$ cat config.mk
export PLATFORM = sky130hd
export DESIGN_NAME = lph_mod
export DESIGN_NICKNAME = d
export VERILOG_FILES = /design/src/rtl/core/linear_probe_hash_insert_defines.svh /design/src/rtl/core/lph_pkg.sv /design/src/rtl/core/lph_mod.sv
export SDC_FILE = /design/constraint.sdc
export NUM_CORES = 1
export LEC_CHECK = 0
export BUFFER_PORTS_ARGS = -buffer_cell sky130_fd_sc_hd__buf_4
export CAP_MARGIN = 25
export CORE_ASPECT_RATIO = 1.4
export CORE_MARGIN = 2
export CORE_UTILIZATION = 55
export DETAILED_ROUTE_END_ITERATION = 8
export PLACE_DENSITY = 0.79
export REMOVE_ABC_BUFFERS = 1
export SETUP_SLACK_MARGIN = 0.1
export SLEW_MARGIN = 20
export SYNTH_ARGS = -nofsm -noshare
export SYNTH_HDL_FRONTEND = slang
export SYNTH_SLANG_ARGS = --single-unit
$ cat constraint.sdc
create_clock -name i_clk -period 2.5 [get_ports i_clk]
set_input_delay 0.125 -clock i_clk [delete_from_list [all_inputs] [get_ports i_clk]]
set_output_delay 0.125 -clock i_clk [all_outputs]
set_load 0.03 [all_outputs]
$ cat src/rtl/core/linear_probe_hash_insert_defines.svh
// Assertion macros shared by the hash insert RTL.
// No dependencies; included by modules that carry concurrent checks.
`ifndef LINEAR_PROBE_HASH_INSERT_DEFINES_SVH
`define LINEAR_PROBE_HASH_INSERT_DEFINES_SVH

// Same-cycle implication, disabled while reset is asserted.
`define LPH_ASSERT_NOW(lbl, clk, rst_n, pre, post, msg) \
    lbl: assert property (@(posedge clk) disable iff (!(rst_n)) (pre) |-> (post)) \
        else $error(msg);

// Next-cycle implication, disabled while reset is asserted.
`define LPH_ASSERT_NEXT(lbl, clk, rst_n, pre, post, msg) \
    lbl: assert property (@(posedge clk) disable iff (!(rst_n)) (pre) |=> (post)) \
        else $error(msg);

`endif

$ cat src/rtl/core/lph_pkg.sv
// Types and constants of the linear probing hash insert block.
// No dependencies; imported by every module of the block but lph_ram.
package lph_pkg;

    localparam int DEF_TABLE_DEPTH = 2048;
    localparam int DEF_KEY_WIDTH   = 31;
    localparam int SIZE_W          = 12;
    localparam int SLOT_W          = 11;
    localparam int STATUS_W        = 2;
    localparam int OUT_DATA_W      = ((SLOT_W + 7) / 8) * 8;
    localparam logic [SIZE_W-1:0] TABLE_SIZE_RESET = 12'd2048;

    typedef enum logic [STATUS_W-1:0] {
        STATUS_INSERTED = 2'd0,
        STATUS_PRESENT  = 2'd1,
        STATUS_FULL     = 2'd2
    } t_status;

    typedef enum logic [1:0] {
        ST_CLEAR,
        ST_IDLE,
        ST_DIVIDE,
        ST_PROBE
    } t_state;

    typedef struct packed {
        logic [SLOT_W-1:0] slot;
        t_status           status;
    } t_result;

endpackage

$ cat src/rtl/core/lph_mod.sv
// Remainder unit: key modulo table size, one key bit per cycle (restoring).
// Depends on lph_pkg.
module lph_mod import lph_pkg::*; #(
    parameter int TABLE_DEPTH = DEF_TABLE_DEPTH,
    parameter int KEY_WIDTH   = DEF_KEY_WIDTH,
    localparam int AW = $clog2(TABLE_DEPTH),
    localparam int SW = $clog2(TABLE_DEPTH + 1)
) (
    input  logic                 i_clk,
    input  logic                 i_rst_n,
    input  logic                 i_start,
    input  logic [KEY_WIDTH-1:0] i_key,
    input  logic [SW-1:0]        i_size,
    output logic                 o_done,
    output logic [AW-1:0]        o_rem
);

    localparam int CNT_W = $clog2(KEY_WIDTH);

    logic                 r_busy;
    logic                 r_done;
    logic [CNT_W-1:0]     r_cnt;
    logic [KEY_WIDTH-1:0] r_key;
    logic [SW-1:0]        r_size;
    logic [AW-1:0]        r_rem;
    logic [AW:0]          w_trial;
    logic [AW:0]          w_diff;
    logic [AW-1:0]        n_rem;

    assign w_trial = {r_rem, r_key[KEY_WIDTH-1]};
    assign w_diff  = w_trial - (AW+1)'(r_size);
    assign n_rem   = (w_trial >= (AW+1)'(r_size)) ? w_diff[AW-1:0] : w_trial[AW-1:0];

    always_ff @(posedge i_clk) begin
        if (!i_rst_n) begin
            r_busy <= 1'b0;
            r_done <= 1'b0;
        end else begin
            r_done <= 1'b0;
            if (i_start) begin
                r_busy <= 1'b1;
            end else if (r_busy && (r_cnt == CNT_W'(KEY_WIDTH - 1))) begin
                r_busy <= 1'b0;
                r_done <= 1'b1;
            end
        end
    end

    always_ff @(posedge i_clk) begin
        if (i_start) begin
            r_key  <= i_key;
            r_size <= i_size;
            r_rem  <= '0;
            r_cnt  <= '0;
        end else if (r_busy) begin
            r_key  <= r_key << 1;
            r_rem  <= n_rem;
            r_cnt  <= r_cnt + CNT_W'(1);
        end
    end

    assign o_done = r_done;
    assign o_rem  = r_rem;

endmodule

==> metrics.txt, run 1 <==
status finished, final reports clean; Yosys reg bits 61; core area 5410 µm²; CP startpoint r_key[30]; area grow syn2layout 29.9%; Cells after Synth 251; Syn Std Cell Area 3040 µm²; period utilisation layout between 90% and 100%; top-count cell post-synth edfxtp_1; Synth cell types 46; CTS Buffer Depth 2; clock network fraction of total power 36.4%; Pleak 1.65 nW; Worst Hold Class input port to flip-flop; combinational cell fraction of total power 17.1%; crit-path max FO 7; met2 Track Usage GR 37.4%; root buffer cell clkbuf_8; Pint 1.96 mW; P_sw 0.679 mW; relative slew slack 62.8%; actual slew at the worst max-slew pin 0.557 ns; clk sinks 61; reg-to-reg slack, setup about 0.16 ns; crit path capture o_rem[3]; Top Usage Layer GRT met2; Synth area leader edfxtp_1; largest net degree at the start of global routing 39; Synth top area share 42.5%; clk_skew ~0.0058 ns; post-synthesis sequential area ratio between 50% and 60%; ANT cells 0; Net Sw Frac 25.7%; ranking of synthesized cells by instance count edfxtp_1, mux2_2, nor2_1; critical-path cell list inv_1 -> ha_1 -> fa_1 -> a31oi_1 -> o31a_1 -> o221ai_2 -> a211o_1 -> a311oi_2; DRC viols 0; worst reg2reg path depth 8; Crit. End Element flip-flop; Routed WL per cell 15.5 µm; Final GP Congestion 0.875; Post-synth EDFFs 43; CP peak stage delay 0.42 ns; met1 Use GR 26.0%; RR Endpoint o_rem[3]; 1st-iter DRT viols about 160; Slew Viols, Final 0; RSZ-0062 raised after global routing yes; synth top area cells edfxtp_1, dfxtp_1, mux2_2; vias per cell 5.58; final setup fails 0; CP Launch Type flip-flop; Worst-Skew Late Latency between 0.3 and 0.4 ns; WP data required 2.76 ns; setup tns final 0 ns; # fillers 393; vias in the first global route 2,236; Setup CP Type flip-flop to flip-flop; Async SR Flop Fraction 0%; I/O pin cnt just under 60; Sequential Power Share 46.5%; H-tree depth 3; CTS buffer count 9; Place WS 0.149 ns; Port-buffer cells 57; layout cells sized above 1 35.5%; first-pass iteration count of the detailed router 5; met3 Resource Use GR 4.66%; Worst VDD drop ~0.00051 V; fin nets 394; initial core utilization 56.2%; Vias 2,264; final hold slack 0.0692 ns; P per Cell Area 669 nW/µm²; first-pass GRT wire length 10.1 mm; Rows 32; Post-DRT Antenna Nets 0; MaxCap Viol Count 0; post-layout min period 2.34 ns; CP arrival 2.60 ns; clock tree from TritonCTS done; Die H 91.9 µm; prevailing post-synth register cell edfxtp_1; WL final 6.31 mm; die width 66.8 µm; dpl hpwl 4.12 mm; Hold Vio Cnt, Final 0; antenna violations before repair 0; Setup WS post-layout 0.156 ns; grt total ovfl 0; critical path's slowest cell fa_1; Total GRT Usage 22.1%; full die area around 6100 µm²; synthesized area per cell 12.1 µm²; Max Clk Rate 427 MHz; clock slew at reported path FFs 0.07 ns; synth warn 0; Critical R2R Launch r_key[30]
## metal layers
layer | routed length (µm) | vias to the layer above
li1 | - | 1092
met1 | 2490 | 1071
met2 | 3320 | 91
met3 | 414 | 10
met4 | 83 | 0
met5 | 0 | -
## registers in the layout, indices dropped and copies added (netlist names)
name and cells:
o_done 1, o_rem 11, r_busy 1, r_cnt 5, r_key 31, r_size 12
## cell type report
cell class	count	area (µm²)	share of cell area (%)
clock buffer	9	124	3.14
clock inverter	7	90.1	2.28
inverter	19	71.3	1.81
multi-input combinational	164	1300	33.1
sequential	61	1650	41.9
tap	68	85.1	2.16
timing repair buffer	78	618	15.7
## through the flow
stage / cell area [µm²] / total power [mW] / utilization [%] / cells
final: 3940 / 2.64 / 73.0 / 406
after detailed placement: 3540 / 1.66 / 65.5 / 372
after CTS: 3880 / 2.63 / 71.9 / 401
after global routing: 3940 / 2.75 / 73.0 / 406
after global placement: 3540 / 1.64 / 65.5 / 372
after floorplan: 3000 / 1.50 / - / 243
## cell usage in the layout (no fill, tap or decap), types with 9 or more instances in the layout
cell type      Yosys  final
nand2_1           17     17
dlygate4sd3_1      0     13
nor2_1            22     22
buf_4              0     65
mux2_2            30     30
dfxtp_1           18     18
edfxtp_1          43     43
inv_1             19     19
clkbuf_8           0      9
ha_1              14     14
## worst min path at each step
stage | start | endpoint | cells past startpoint
after global routing | i_key[0] | r_key[0] | 2
after detailed placement | i_size[7] | r_size[7] | 1
after global placement | i_size[2] | r_size[2] | 1
final | i_key[0] | r_key[0] | 2
after floorplan | i_start | o_rem[10] | 1
after CTS | i_key[0] | r_key[0] | 2
## kinds of logic after synthesis
family,share of synthesized area (%)
buf+inv,3.59
flops,54.4
fa+ha+maj,6.43
simple gates,10.1
compound gates,10.4
xor+xnor,2.60
mux,12.4
## critical path, delay by kind of cell (launching register included)
kind / cells / cell delay [ns]
compound gates: 5 / 1.22
fa+ha+maj: 2 / 0.63
flops: 1 / 0.35
buf+inv: 1 / 0.05
## repair_timing
action,CTS,global route
hold endpoints to repair,13,0
resized for setup,0,4
endpoints found under the setup margin,0,10
hold buffers,13,0
buffers inserted,0,4
## power groups by stage
stage / logic [mW] / registers [mW] / clock network, mW
floorplan: 0.243 / 1.26 / 0
detailed placement: 0.409 / 1.25 / 0
global route: 0.493 / 1.23 / 1.02
CTS: 0.428 / 1.23 / 0.979
global placement: 0.398 / 1.24 / 0
finish: 0.452 / 1.23 / 0.960
Note: power is estimated with default switching activity, not from simulation.
==> run 2, diff against run 1 <==
GPL_TIMING_DRIVEN = 0   (was default)
SETUP_SLACK_MARGIN = default   (was 0.1)
==> metrics.txt, run 2 (synthesis gave the netlist of run 1 again) <==
status finished, final reports clean; origin of the worst min-delay path i_rst_n; Place WS around 0.12 ns; post-layout min period 2.33 ns; DRC viols 0; vias in the first global route 2,166; Design Power roughly 2.4 mW; I/O pin cnt 58; initial core utilization 56.2%; reg-to-reg slack, setup between 0.15 and 0.2 ns; final hold slack 0.0166 ns; CP Launch Type flip-flop; actual slew at the worst max-slew pin between 0.7 and 0.8 ns; dpl hpwl 3.94 mm; CTS buffer count 9; first-pass iteration count of the detailed router 4; root buffer cell clkbuf_8; RSZ-0062 raised after global routing no; Worst VDD drop 0.000429 V; vias per cell 5.46; Total GRT Usage 20.9%; ANT cells 0; 1st-iter DRT viols 151; WL final roughly 6 mm; Final GP Congestion 0.869; core area about 5400 µm²; clk_skew 0.0124 ns; final setup fails 0; H-tree depth 3; P per Cell Area 630 nW/µm²; Crit. End Element flip-flop; Largest register FFs 31; largest net degree at the start of global routing 59; clock tree from TritonCTS done; Routed WL per cell 14.9 µm; Hold Vio Cnt, Final 0; Setup CP Type flip-flop to flip-flop; crit-path max FO 3; full die area 6140 µm²; MaxCap Viol Count 0; CTS Buffer Depth 2; layout cells sized above 1 33.7%; Slew Viols, Final 0; grt total ovfl 0; CP arrival 2.50 ns; Biggest register r_key; Post-DRT Antenna Nets 0; Die H 91.9 µm; Port-buffer cells 57; CP startpoint r_key[30]; commonest non-fill, non-tap cell in the layout buf_4; WP data required 2.67 ns; clk sinks 61; Rows 32; Pleak roughly 1.6 nW; Worst-Skew Late Latency around 0.34 ns; clock slew at reported path FFs 0.07 ns; die width 66.8 µm; antenna violations before repair 0; fin nets 388; most frequent cells in the layout buf_4, edfxtp_1, mux2_2; setup tns final 0 ns; Worst Hold Class input port to flip-flop; period utilisation layout 93.1%; area grow syn2layout 26.1%; Max Clk Rate 430 MHz; first-pass GRT wire length 9.55 mm; Critical R2R Launch r_key[30]; relative slew slack 49.5%; Setup WS post-layout approximately 0.17 ns; Vias 2,182
run 2: changes by cell type in the layout (fill, tap and decap cells not counted), moves of 2 or more:
cell / previous run / this run
clkinv_2: 0 / 2
bufinv_16: 2 / 0
clkinv_1: 2 / 0
buf_4: 65 / 61
clkinvlp_4: 3 / 0
clkbuf_1: 0 / 4
run 2: layer usage:
metal  vias up  GRT usage, %  part of all wire, %
met2        59          34.8                   54
met5         -             0                    0
li1       1075             -                    -
met4         0          9.52                 0.61
met1      1044          23.4                   40
met3         4          7.61                  5.0
run 2: where the power goes:
group          switching [mW]  internal, mW  total (mW)
logic                   0.212         0.214       0.426
registers              0.0450          1.18        1.23
clock network           0.374         0.386       0.759
total                   0.631          1.78        2.41
run 2: cell type report:
class / instances / area [µm²]
inverters: 19 / 71.3
fillers: 386 / 1580
repair buffers: 73 / 578
flip-flops and latches: 61 / 1650
well taps: 68 / 85.1
clock buffers: 14 / 153
clock inverters: 2 / 10.0
multi-input cells: 163 / 1280
run 2: final timing paths:
| check | to | depth (start not counted) |
|---|---|---|
| setup / recovery | o_rem[10] | 9 |
| hold / removal | o_done | 3 |
| setup reg to reg | o_rem[10] | 9 |
| hold reg to reg | o_done | 2 |
run 2: timing repair:
action                                 4_1_cts  5_1_grt
setup endpoints to repair                    0        5
hold buffers                                12        0
setup buffers                                0        4
resized for setup                            0        1
endpoints found under the hold margin       12        0
run 2: worst max-delay path, cell delays in order (launching register included):
cell and delay (ns):
edfxtp_1 0.36, inv_1 0.05, ha_1 0.21, fa_1 0.42
nand2b_1 0.20, a211oi_2 0.26, o211a_1 0.23, mux2i_1 0.20
a21o_1 0.15, a311oi_2 0.09
run 2: stage by stage:
step	utilization, %	cell area, µm²	cells
finish	70.8	3830	400
detailed placement	65.0	3510	368
global route	70.8	3830	400
global placement	65.0	3510	368
CTS	70.2	3790	396
floorplan	-	3000	243
==> run 3, diff against run 2 <==
CAP_MARGIN = 40   (was 25)
CORE_UTILIZATION = 59   (was 55)
PLACE_DENSITY = 0.84   (was 0.79)
clock period = 2.77 ns   (was 2.5 ns; I/O delays follow)
==> metrics.txt, run 3 (synthesis gave the netlist of run 1 again) <==
placed cell count about 370; fin nets 385; full die area between 5000 and 6000 µm²; Die H 88.9 µm; 1st-iter DRT viols 191; clock tree from TritonCTS done; Design Power 2.45 mW; hold-fix buffers at CTS 12; ANT cells 0; antenna violations before repair 0; MaxCap Viol Count 0; WL final 5.90 mm; dpl hpwl 3.87 mm; P per Cell Area 629 nW/µm²; Setup Buffers After CTS 0; clk_skew between 0.007 and 0.008 ns; relative slew slack 45.9%; area grow syn2layout 28.3%; H-tree depth 3; Routed WL per cell 15.0 µm; clk sinks 61; Vias 2,210; # fillers 300; WP data required approximately 2.9 ns; Worst VDD drop 0.000414 V; Biggest register r_key; root buffer cell clkbuf_8; die width 64.6 µm; CP arrival 2.56 ns; largest net degree at the start of global routing 59; grt total ovfl 0; final hold slack roughly 0.032 ns; I/O pin cnt 58; period utilisation layout 86.3%; Largest register FFs 31; Post-Layout Cell Count roughly 390; Hold Vio Cnt, Final 0; DRC viols 0; core area 4920 µm²; vias in the first global route 2,200; commonest non-fill, non-tap cell in the layout buf_4; Crit. End Element flip-flop; Total GRT Usage 22.6%; layout cells sized above 1 33.1%; setup tns final 0 ns; Setup CP Type flip-flop to flip-flop; first-pass GRT wire length 9.76 mm; Final GP Congestion just under 0.9; Worst Hold Class input port to flip-flop; first-pass iteration count of the detailed router 4; post-layout min period 2.39 ns; Port-buffer cells 57; Post-DRT Antenna Nets 0; clock slew at reported path FFs 0.07 ns; CP Launch Type flip-flop; Worst-Skew Late Latency ~0.33 ns; CTS Buffer Depth 2; vias per cell 5.62; initial core utilization roughly 62%; Max Clk Rate 419 MHz; actual slew at the worst max-slew pin 0.810 ns; CTS buffer count 9; most frequent cells in the layout buf_4, edfxtp_1, mux2_2; cts repair resizes 0; Pleak around 1.6 nW; status finished, final reports clean; Rows 30; Slew Viols, Final 0; RSZ-0062 raised after global routing no; crit-path max FO 3; final setup fails 0
-- run 3: cell types whose count changed in the layout (fill, tap and decap cells not counted), sizes merged --
cell,change
bufinv,+3
clkbuf,-3
buf,-3
-- run 3: routing by layer --
| layer | wire, µm | GRT usage [%] |
|---|---|---|
| met5 | 0 | 0 |
| met4 | 103 | 9.28 |
| met3 | 310 | 5.47 |
| met2 | 3130 | 40.8 |
| met1 | 2350 | 25.5 |
-- run 3: path summary, 6_finish.rpt --
check	cells after the start	from	to	slack [ns]
max	9	r_key[30]	o_rem[10]	0.38
min	2	i_rst_n	r_busy	0.03
max reg2reg	9	r_key[30]	o_rem[10]	0.38
min reg2reg	2	r_cnt[4]	o_done	0.51
-- run 3: cell type report --
cell class / instances / area, µm² / area share, %
repair buffers: 70 / 576 / 14.8
multi-input cells: 163 / 1270 / 32.7
clock buffers: 11 / 141 / 3.63
well taps: 64 / 80.1 / 2.06
clock inverters: 5 / 98.8 / 2.54
inverters: 19 / 71.3 / 1.83
flip-flops and latches: 61 / 1650 / 42.4
-- run 3: metrics by stage --
| step | cell area (µm²) | utilization [%] | setup WS (ns) |
|---|---|---|---|
| after CTS | 3890 | 79.2 | 0.383 |
| after detailed placement | 3530 | 71.9 | 0.419 |
| after floorplan | 3000 | - | 0.503 |
| after global routing | 3890 | 79.2 | 0.257 |
| final | 3890 | 79.2 | 0.381 |
| after global placement | 3510 | 71.3 | 0.374 |
-- run 3: where the power goes --
part	internal [mW]	total, mW	switching (mW)
clock	0.618	0.956	0.338
combinational	0.193	0.385	0.191
sequential	1.07	1.11	0.0412
-- run 3: worst max-delay path, stage by stage, from the launching register on --
cell      delay, ns
edfxtp_1       0.36
inv_1          0.05
ha_1           0.21
fa_1           0.42
nand2b_1       0.18
a211oi_1       0.33
o211a_1        0.24
mux2i_1        0.20
a21o_1         0.15
a311oi_2       0.09
